[src/sv/u2u_pkg.sv]
// Types, constants and helper functions of the UTF-8 to UTF-16 transcoder
package u2u_pkg;

    localparam logic [15:0] REPL_UNIT   = 16'hFFFD;
    localparam logic [20:0] MAX_POINT   = 21'h10FFFF;
    localparam logic [20:0] SURR_FIRST  = 21'h00D800;
    localparam logic [20:0] SURR_LAST   = 21'h00DFFF;
    localparam logic [20:0] PLANE1_BASE = 21'h010000;
    localparam logic [5:0]  HI_SURR_TAG = 6'b110110;
    localparam logic [5:0]  LO_SURR_TAG = 6'b110111;
    localparam logic [1:0]  CONT_TAG    = 2'b10;

    localparam int QDEPTH = 2;
    localparam int QAW    = (QDEPTH > 1) ? $clog2(QDEPTH) : 1;

    localparam int MAX_UNITS = 4;

    typedef struct packed {
        logic [7:0] text_byte;
        logic       final_byte;
    } t_in_beat;

    typedef struct packed {
        logic [15:0] code_unit;
        logic        replaced;
        logic        run_end;
        logic        text_end;
    } t_out_beat;

    // All units produced by one input byte
    typedef struct packed {
        logic [MAX_UNITS-1:0][15:0] unit;
        logic [MAX_UNITS-1:0]       rep;
        logic [2:0]                 cnt;
        logic                       fin;
    } t_job;

    typedef struct packed {
        logic full;
        logic empty;
    } t_q_status;

    // Sequence length from a lead byte; stray bytes count as length one
    function automatic logic [2:0] lead_len(input logic [7:0] b);
        logic [2:0] len;
        len = 3'd1;
        if (b[7] == 1'b0)            len = 3'd1;
        else if (b[7:5] == 3'b110)   len = 3'd2;
        else if (b[7:4] == 4'b1110)  len = 3'd3;
        else if (b[7:3] == 5'b11110) len = 3'd4;
        return len;
    endfunction

    // Assemble a code point from the held bytes and the closing byte
    function automatic logic [20:0] decode(input logic [7:0] h0, input logic [7:0] h1,
                                           input logic [7:0] h2, input logic [7:0] last,
                                           input logic [2:0] exp_len);
        logic [20:0] cp;
        if (exp_len <= 3'd2)
            cp = {10'd0, h0[4:0], last[5:0]};
        else if (exp_len == 3'd3)
            cp = {5'd0, h0[3:0], h1[5:0], last[5:0]};
        else
            cp = {h0[2:0], h1[5:0], h2[5:0], last[5:0]};
        return cp;
    endfunction

endpackage

[src/sv/u2u_front.sv]
// Front end: holds the open sequence and turns each byte into a job of units
module u2u_front (
    input  logic              i_clk,
    input  logic              i_rst_n,
    input  logic              i_valid,
    input  u2u_pkg::t_in_beat i_data,
    input  logic              i_q_full,
    output logic              o_ready,
    output logic              o_push,
    output u2u_pkg::t_job     o_job
);

    logic [7:0] r_held [3];
    logic [7:0] n_held [3];
    logic [1:0] r_cnt, n_cnt;
    logic [2:0] r_exp, n_exp;

    logic                              w_acc;
    logic [7:0]                        w_b;
    logic                              w_cont;
    logic                              w_lead;
    logic [2:0]                        w_len;
    logic [20:0]                       w_cp;
    logic [20:0]                       w_v;
    logic [u2u_pkg::MAX_UNITS-1:0][15:0] w_unit;
    logic [u2u_pkg::MAX_UNITS-1:0]     w_rep;
    logic [2:0]                        w_n;

    assign o_ready = !i_q_full;
    assign w_acc   = i_valid && o_ready;
    assign w_b     = i_data.text_byte;
    assign w_cont  = (w_b[7:6] == u2u_pkg::CONT_TAG);
    assign w_len   = u2u_pkg::lead_len(w_b);
    assign w_cp    = u2u_pkg::decode(r_held[0], r_held[1], r_held[2], w_b, r_exp);
    assign w_v     = w_cp - u2u_pkg::PLANE1_BASE;

    always_comb begin
        n_held = r_held;
        n_cnt  = r_cnt;
        n_exp  = r_exp;
        w_unit = '0;
        w_rep  = '0;
        w_n    = '0;
        w_lead = (r_cnt == 2'd0) || !w_cont;

        if (r_cnt != 2'd0 && w_cont) begin
            if ((({1'b0, r_cnt} + 3'd1) >= r_exp) || (r_cnt == 2'd3)) begin
                // sequence complete: emit the code point, or U+FFFD if out of range or a surrogate
                if (w_cp > u2u_pkg::MAX_POINT ||
                    (w_cp >= u2u_pkg::SURR_FIRST && w_cp <= u2u_pkg::SURR_LAST)) begin
                    w_unit[w_n[1:0]] = u2u_pkg::REPL_UNIT;
                    w_rep[w_n[1:0]]  = 1'b1;
                    w_n              = w_n + 3'd1;
                end else if (w_cp >= u2u_pkg::PLANE1_BASE) begin
                    w_unit[w_n[1:0]] = {u2u_pkg::HI_SURR_TAG, w_v[19:10]};
                    w_n              = w_n + 3'd1;
                    w_unit[w_n[1:0]] = {u2u_pkg::LO_SURR_TAG, w_v[9:0]};
                    w_n              = w_n + 3'd1;
                end else begin
                    w_unit[w_n[1:0]] = w_cp[15:0];
                    w_n              = w_n + 3'd1;
                end
                n_cnt = 2'd0;
                n_exp = 3'd0;
            end else begin
                n_held[r_cnt] = w_b;
                n_cnt         = r_cnt + 2'd1;
            end
        end else if (r_cnt != 2'd0) begin
            // broken sequence: replace the lead, pass continuations by value
            w_unit[w_n[1:0]] = u2u_pkg::REPL_UNIT;
            w_rep[w_n[1:0]]  = 1'b1;
            w_n              = w_n + 3'd1;
            for (int k = 1; k < 3; k++) begin
                if (k < int'(r_cnt)) begin
                    w_unit[w_n[1:0]] = {8'd0, r_held[k]};
                    w_n              = w_n + 3'd1;
                end
            end
            n_cnt = 2'd0;
            n_exp = 3'd0;
        end

        if (w_lead) begin
            if (w_len == 3'd1) begin
                w_unit[w_n[1:0]] = {8'd0, w_b};
                w_n              = w_n + 3'd1;
            end else begin
                n_held[0] = w_b;
                n_cnt     = 2'd1;
                n_exp     = w_len;
            end
        end

        if (i_data.final_byte && n_cnt != 2'd0) begin
            // end of text mid-sequence: flush what is held
            w_unit[w_n[1:0]] = u2u_pkg::REPL_UNIT;
            w_rep[w_n[1:0]]  = 1'b1;
            w_n              = w_n + 3'd1;
            for (int k = 1; k < 3; k++) begin
                if (k < int'(n_cnt)) begin
                    w_unit[w_n[1:0]] = {8'd0, n_held[k]};
                    w_n              = w_n + 3'd1;
                end
            end
            n_cnt = 2'd0;
            n_exp = 3'd0;
        end
    end

    always_ff @(posedge i_clk) begin
        if (!i_rst_n) begin
            r_cnt <= '0;
            r_exp <= '0;
        end else if (w_acc) begin
            r_cnt <= n_cnt;
            r_exp <= n_exp;
        end
    end

    always_ff @(posedge i_clk) begin
        if (w_acc) begin
            r_held <= n_held;
        end
    end

    assign o_push    = w_acc && (w_n != 3'd0);
    assign o_job.unit = w_unit;
    assign o_job.rep  = w_rep;
    assign o_job.cnt  = w_n;
    assign o_job.fin  = i_data.final_byte;

endmodule

[src/sv/u2u_queue.sv]
// Short job queue between the front end and the unit serialiser
module u2u_queue (
    input  logic                i_clk,
    input  logic                i_rst_n,
    input  logic                i_push,
    input  u2u_pkg::t_job       i_job,
    input  logic                i_pop,
    output u2u_pkg::t_job       o_head,
    output u2u_pkg::t_q_status  o_status
);

    u2u_pkg::t_job r_mem [u2u_pkg::QDEPTH];

    logic [u2u_pkg::QAW-1:0] r_wp, r_rp;
    logic [u2u_pkg::QAW:0]   r_count;

    function automatic logic [u2u_pkg::QAW-1:0] bump(input logic [u2u_pkg::QAW-1:0] p);
        logic [u2u_pkg::QAW-1:0] q;
        if (p == u2u_pkg::QAW'(u2u_pkg::QDEPTH - 1))
            q = '0;
        else
            q = p + 1'b1;
        return q;
    endfunction

    always_ff @(posedge i_clk) begin
        if (!i_rst_n) begin
            r_wp    <= '0;
            r_rp    <= '0;
            r_count <= '0;
        end else begin
            if (i_push) r_wp <= bump(r_wp);
            if (i_pop)  r_rp <= bump(r_rp);
            if (i_push && !i_pop)      r_count <= r_count + 1'b1;
            else if (!i_push && i_pop) r_count <= r_count - 1'b1;
        end
    end

    always_ff @(posedge i_clk) begin
        if (i_push) begin
            r_mem[r_wp] <= i_job;
        end
    end

    assign o_head         = r_mem[r_rp];
    assign o_status.full  = (r_count == (u2u_pkg::QAW + 1)'(u2u_pkg::QDEPTH));
    assign o_status.empty = (r_count == '0);

endmodule

[src/sv/u2u_back.sv]
// Back end: issue the units of the head job one beat at a time
module u2u_back (
    input  logic                i_clk,
    input  logic                i_rst_n,
    input  u2u_pkg::t_job       i_head,
    input  logic                i_head_valid,
    input  logic                i_ready,
    output logic                o_valid,
    output u2u_pkg::t_out_beat  o_data,
    output logic                o_pop
);

    logic [1:0] r_idx;
    logic       w_last;
    logic       w_acc;

    assign w_last  = (({1'b0, r_idx} + 3'd1) == i_head.cnt);
    assign o_valid = i_head_valid;
    assign w_acc   = o_valid && i_ready;
    assign o_pop   = w_acc && w_last;

    assign o_data.code_unit = i_head.unit[r_idx];
    assign o_data.replaced  = i_head.rep[r_idx];
    assign o_data.run_end   = w_last;
    assign o_data.text_end  = w_last && i_head.fin;

    always_ff @(posedge i_clk) begin
        if (!i_rst_n) begin
            r_idx <= '0;
        end else if (o_pop) begin
            r_idx <= '0;
        end else if (w_acc) begin
            r_idx <= r_idx + 2'd1;
        end
    end

endmodule

[src/sv/utf8_to_utf16_validating_transcoder.sv]
// Top level of the UTF-8 to UTF-16 transcoder with bad-input substitution
//
//  Channel | Direction | Handshake                   | Beat
//  --------+-----------+-----------------------------+--------------------------------------
//  in      | sink      | i_in_valid / o_in_ready     | one UTF-8 byte plus end-of-text flag
//  out     | source    | o_out_valid / i_out_ready   | one UTF-16 unit with run/text markers
//
//  Each input beat is classified combinationally; a beat produces zero to four output
//  beats, issued one per cycle while the output is ready to take them.
//  The front end takes a new byte every cycle while the two-entry job queue has room.
//  Reset (synchronous, active low) empties the queue and drops any open sequence.
//  An output stall backs up into the queue; the input stalls only once it is full.
module utf8_to_utf16_validating_transcoder (
    input  logic                i_clk,
    input  logic                i_rst_n,
    input  logic                i_in_valid,
    output logic                o_in_ready,
    input  u2u_pkg::t_in_beat   i_in_data,
    output logic                o_out_valid,
    input  logic                i_out_ready,
    output u2u_pkg::t_out_beat  o_out_data
);

    // job handed from the front end to the queue
    logic               w_push;
    u2u_pkg::t_job      w_job;

    // queue head and status seen by the back end
    u2u_pkg::t_job      w_head;
    u2u_pkg::t_q_status w_q_stat;
    logic               w_pop;

    // Front end: decode bytes, hold open sequences, build jobs
    u2u_front u_front (
        .i_clk    (i_clk),
        .i_rst_n  (i_rst_n),
        .i_valid  (i_in_valid),
        .i_data   (i_in_data),
        .i_q_full (w_q_stat.full),
        .o_ready  (o_in_ready),
        .o_push   (w_push),
        .o_job    (w_job)
    );

    // Decouple the two sides so an output stall does not block decode at once
    u2u_queue u_queue (
        .i_clk    (i_clk),
        .i_rst_n  (i_rst_n),
        .i_push   (w_push),
        .i_job    (w_job),
        .i_pop    (w_pop),
        .o_head   (w_head),
        .o_status (w_q_stat)
    );

    // Back end: walk the head job unit by unit, drop it after its last beat
    u2u_back u_back (
        .i_clk        (i_clk),
        .i_rst_n      (i_rst_n),
        .i_head       (w_head),
        .i_head_valid (!w_q_stat.empty),
        .i_ready      (i_out_ready),
        .o_valid      (o_out_valid),
        .o_data       (o_out_data),
        .o_pop        (w_pop)
    );

endmodule

[config.mk]
export PLATFORM = sky130hd
export DESIGN_NAME = utf8_to_utf16_validating_transcoder
export DESIGN_NICKNAME = d
export VERILOG_FILES = /design/src/sv/u2u_pkg.sv /design/src/sv/u2u_front.sv /design/src/sv/u2u_queue.sv /design/src/sv/u2u_back.sv /design/src/sv/utf8_to_utf16_validating_transcoder.sv
export SDC_FILE = /design/constraint.sdc
export NUM_CORES = 1
export LEC_CHECK = 0
export ABC_CLOCK_PERIOD_IN_PS = 14700
export BUFFER_PORTS_ARGS = -buffer_cell sky130_fd_sc_hd__buf_2
export CAP_MARGIN = 30
export CORE_MARGIN = 2
export CORE_UTILIZATION = 60
export DETAILED_ROUTE_END_ITERATION = 10
export GPL_ROUTABILITY_DRIVEN = 1
export HOLD_SLACK_MARGIN = 0.06
export PLACE_DENSITY = 0.78
export SETUP_SLACK_MARGIN = 0.5
export SLEW_MARGIN = 30
export SYNTH_ARGS = -nofsm -noshare
export SYNTH_HDL_FRONTEND = slang
export SYNTH_SLANG_ARGS = --single-unit
[constraint.sdc]
create_clock -name i_clk -period 14.7 [get_ports i_clk]
set_input_delay 1.47 -clock i_clk [delete_from_list [all_inputs] [get_ports i_clk]]
set_output_delay 1.47 -clock i_clk [all_outputs]
set_load 0.05 [all_outputs]
==> results.md <==
- Synth warnings: 0
- H-Tree Depth: 4
- Area of the multi-input gates: 3910 um2
- Seq cells post-synth: 141
- Ports: 34
- Fmax: 0.129 GHz
- WP data arrival: 8120 ps
- Post-Route WL: 25.4 mm
- GRT Residual Overflow: 0
- Final setup vio count: 0
- Final hold violation count: 0
- Vias per cell: 6.98
- Leakage: 3.27 nW
- Synthesis-to-layout area growth: 10.4%
- Clock sinks: 141
- TritonCTS clock tree: yes
- Setup Buffers After CTS: 0
- Final GP Congestion: 0.983
- Number of max-cap violations: 0
- # fillers: 1045
- Post-Place Setup Slack: 6720 ps
- Run status: finished, final reports clean
- Die outline width: 122 um
- Number of synthesized flops with an enable pin: 129
- Die area: 14800 um2
- RSZ-0062 raised after global routing: no
- Largest net degree at the start of global routing: 55
- Netlist cell types: 74
- Power per standard cell area: 144 nW/um2
- Register area: 4120 um2
- Post-Syn Area per Cell: 11.0 um2
- Number of global-route vias before repair: 6309
- CTS Buf Count: 17
- DR vias: 6731
- Mean routed wirelength per cell: 26.3 um
- Final ANT Viol Nets: 0
- Rows: 43
- Synth async-reset ratio: 0
- All-Layer GR Usage: 0.357
- Slew at the pin with the worst max-slew slack: 868 ps
- CTS Hold Bufs: 0
- Syn Nets: 796
- Required time worst endpoint: 15060 ps
- Nets: 810
- First-pass DRT Iterations: 7
- Port Buffers: 33
- Worst VDD drop: 104 uV
- Worst setup margin: 6930 ps
- CTS clk-pin slew, worst paths: 70 ps
- Core box area: 13700 um2
- Cts repair resizes: 0
- Critical path endpoint category: flop
- Setup total negative slack: 0 ps
- DRC: 0
- Startpoint types: flop
- Synthesized instance count: 756
- Tcrit/Tclk final: 0.528
- Post-Syn Area: 8330 um2
- Sequential area share after synthesis: 0.494
- Clock network latency to the later pin of the worst-skew pair: 430 ps
- Hold WC Path Type: flop to flop
- Initial Utilization: 0.607
- Antenna violations before repair: 2
- Kind of critical path: flop to flop
- Slew HR: 0.418
- Slew Viols, Final: 0
- Layout Skew: 8.40 ps
- Share of layout cells above drive strength 1: 0.166
- CP Max Fanout: 32
- DPL Wire Length: 17.5 mm
- Global-route wire length before repair: 38.3 mm
- Root buffer cell: clkbuf_16
- Iteration-0 DRC Markers: 903
- Fin crit period: 7770 ps
- Synth Flop Type: edfxtp_1
- Die Y: 122 um
- Clock Tree Buf Depth: 2
==> layout make-up <==
type / instances / share of cell area
timing repair buffer: 41 / 0.0245
antenna: 2 / 0.000545
inverter: 32 / 0.0132
sequential: 141 / 0.448
multi-input combinational: 537 / 0.426
clock inverter: 15 / 0.0176
clock buffer: 17 / 0.0463
tap: 180 / 0.0245
==> critical path, cell delays in order (launching register included) <==
cell	delay (ps)
dfxtp_1	890
inv_1	280
ha_1	400
nand2_1	150
o21ai_0	280
and2_1	380
nand2_1	130
nor2_1	450
a21oi_1	150
inv_1	140
ha_1	230
or3_1	410
o21a_1	230
inv_1	160
ha_1	420
nor2_1	90
a21oi_1	270
ha_1	290
a31o_2	220
o311a_1	110
o221ai_1	200
o32a_1	270
clkinv_2	100
nor2_1	390
a21oi_1	140
ha_1	360
or3_1	370
a21boi_0	170
==> state kept, by name, indices dropped and copies added (netlist names), named ones only <==
| name | flops |
|---|---|
| u_back.r_idx | 2 |
| u_front.r_cnt | 2 |
| u_front.r_exp | 3 |
| u_front.r_held | 21 |
| u_queue.r_count | 2 |
| u_queue.r_mem | 108 |
| u_queue.r_rp | 1 |
| u_queue.r_wp | 1 |
==> power by group <==
group          internal, mW  leakage [nW]  switching (mW)
Combinational         0.105          1.68           0.240
Sequential            0.511          1.31          0.0309
Clock                 0.252         0.282           0.183
==> final timing paths <==
| path | start | end | slack, ps | depth (start not counted) |
|---|---|---|---|---|
| hold / removal | u_queue.r_count[1] | u_queue.r_count[1] | 510 | 2 |
| setup / recovery | u_front.r_exp[2] | u_queue.r_count[1] | 6930 | 27 |
| setup reg to reg | u_front.r_exp[2] | u_queue.r_count[1] | 6930 | 27 |
| hold reg to reg | u_queue.r_count[1] | u_queue.r_count[1] | 510 | 2 |
==> cells by family (layout without fill, tap and decap cells) <==
kind of cell,Yosys count,in the layout,share of synthesized area
AOI/OAI and AO/OA,228,228,0.187
and+or+nand+nor,225,225,0.137
DFF,141,141,0.494
buffers and inverters,78,105,0.0392
muxes,48,48,0.0929
adders and majority gates,27,27,0.0406
xor gates and xnor gates,9,9,0.00947
other,0,2,0
==> layer usage <==
layer	wire (um)	vias up	GRT usage	share of wire
li1	-	2957	-	-
met2	11800	476	0.542	0.46
met3	2560	60	0.0815	0.10
met1	10400	3238	0.503	0.41
met4	697	0	0.136	0.027
met5	0	-	0	0
==> cell usage in the layout (no fill, tap or decap), types with 9 or more instances in the layout <==
master	Yosys	routed
o21ai_0	51	51
nor3_1	10	10
and2_1	15	15
inv_1	30	29
a211oi_1	11	9
mux2i_1	12	12
mux2_2	14	14
a21oi_1	45	45
o22ai_1	15	15
nor2_1	28	28
nand3_1	30	30
ha_1	27	27
buf_2	8	33
nand2_1	86	86
nor2b_1	21	21
a22oi_1	29	29
clkbuf_16	0	17
mux4_2	22	22
edfxtp_1	129	129
dfxtp_1	12	11
==> cell usage after synthesis, types with 4 or more instances <==
cell	instances	area (um2)
a211oi_1	11	82.6
a21oi_1	45	225
a221o_1	5	50.1
a221oi_1	7	61.3
a22oi_1	29	218
a31oi_1	8	50.1
a32oi_1	4	35.0
and2_1	15	93.8
and3_1	5	31.3
and4b_1	5	50.1
buf_1	7	26.3
buf_2	8	40.0
buf_4	4	30.0
clkbuf_1	26	97.6
dfxtp_1	12	240
edfxtp_1	129	3870
ha_1	27	338
inv_1	30	113
mux2_2	14	158
mux2i_1	12	120
mux4_2	22	495
nand2_1	86	323
nand2b_1	4	25.0
nand3_1	30	150
nand4_1	6	37.5
nor2_1	28	105
nor2b_1	21	131
nor3_1	10	50.1
o211ai_1	7	52.6
o21a_1	7	52.6
o21ai_0	51	255
o22ai_1	15	93.8
xnor2_1	6	52.6
==> metrics by stage <==
step	instance area (um2)	hold slack [ps]	std cells	power, mW	utilization
final	9190	513	965	1.32	0.670
after CTS	9190	513	963	1.32	0.669
after floorplan	8330	473	756	0.804	-
after global placement	8600	500	931	0.872	0.627
after detailed placement	8600	502	931	0.887	0.627
after global routing	9190	558	963	1.37	0.669
(Power assumes the default switching activity.)
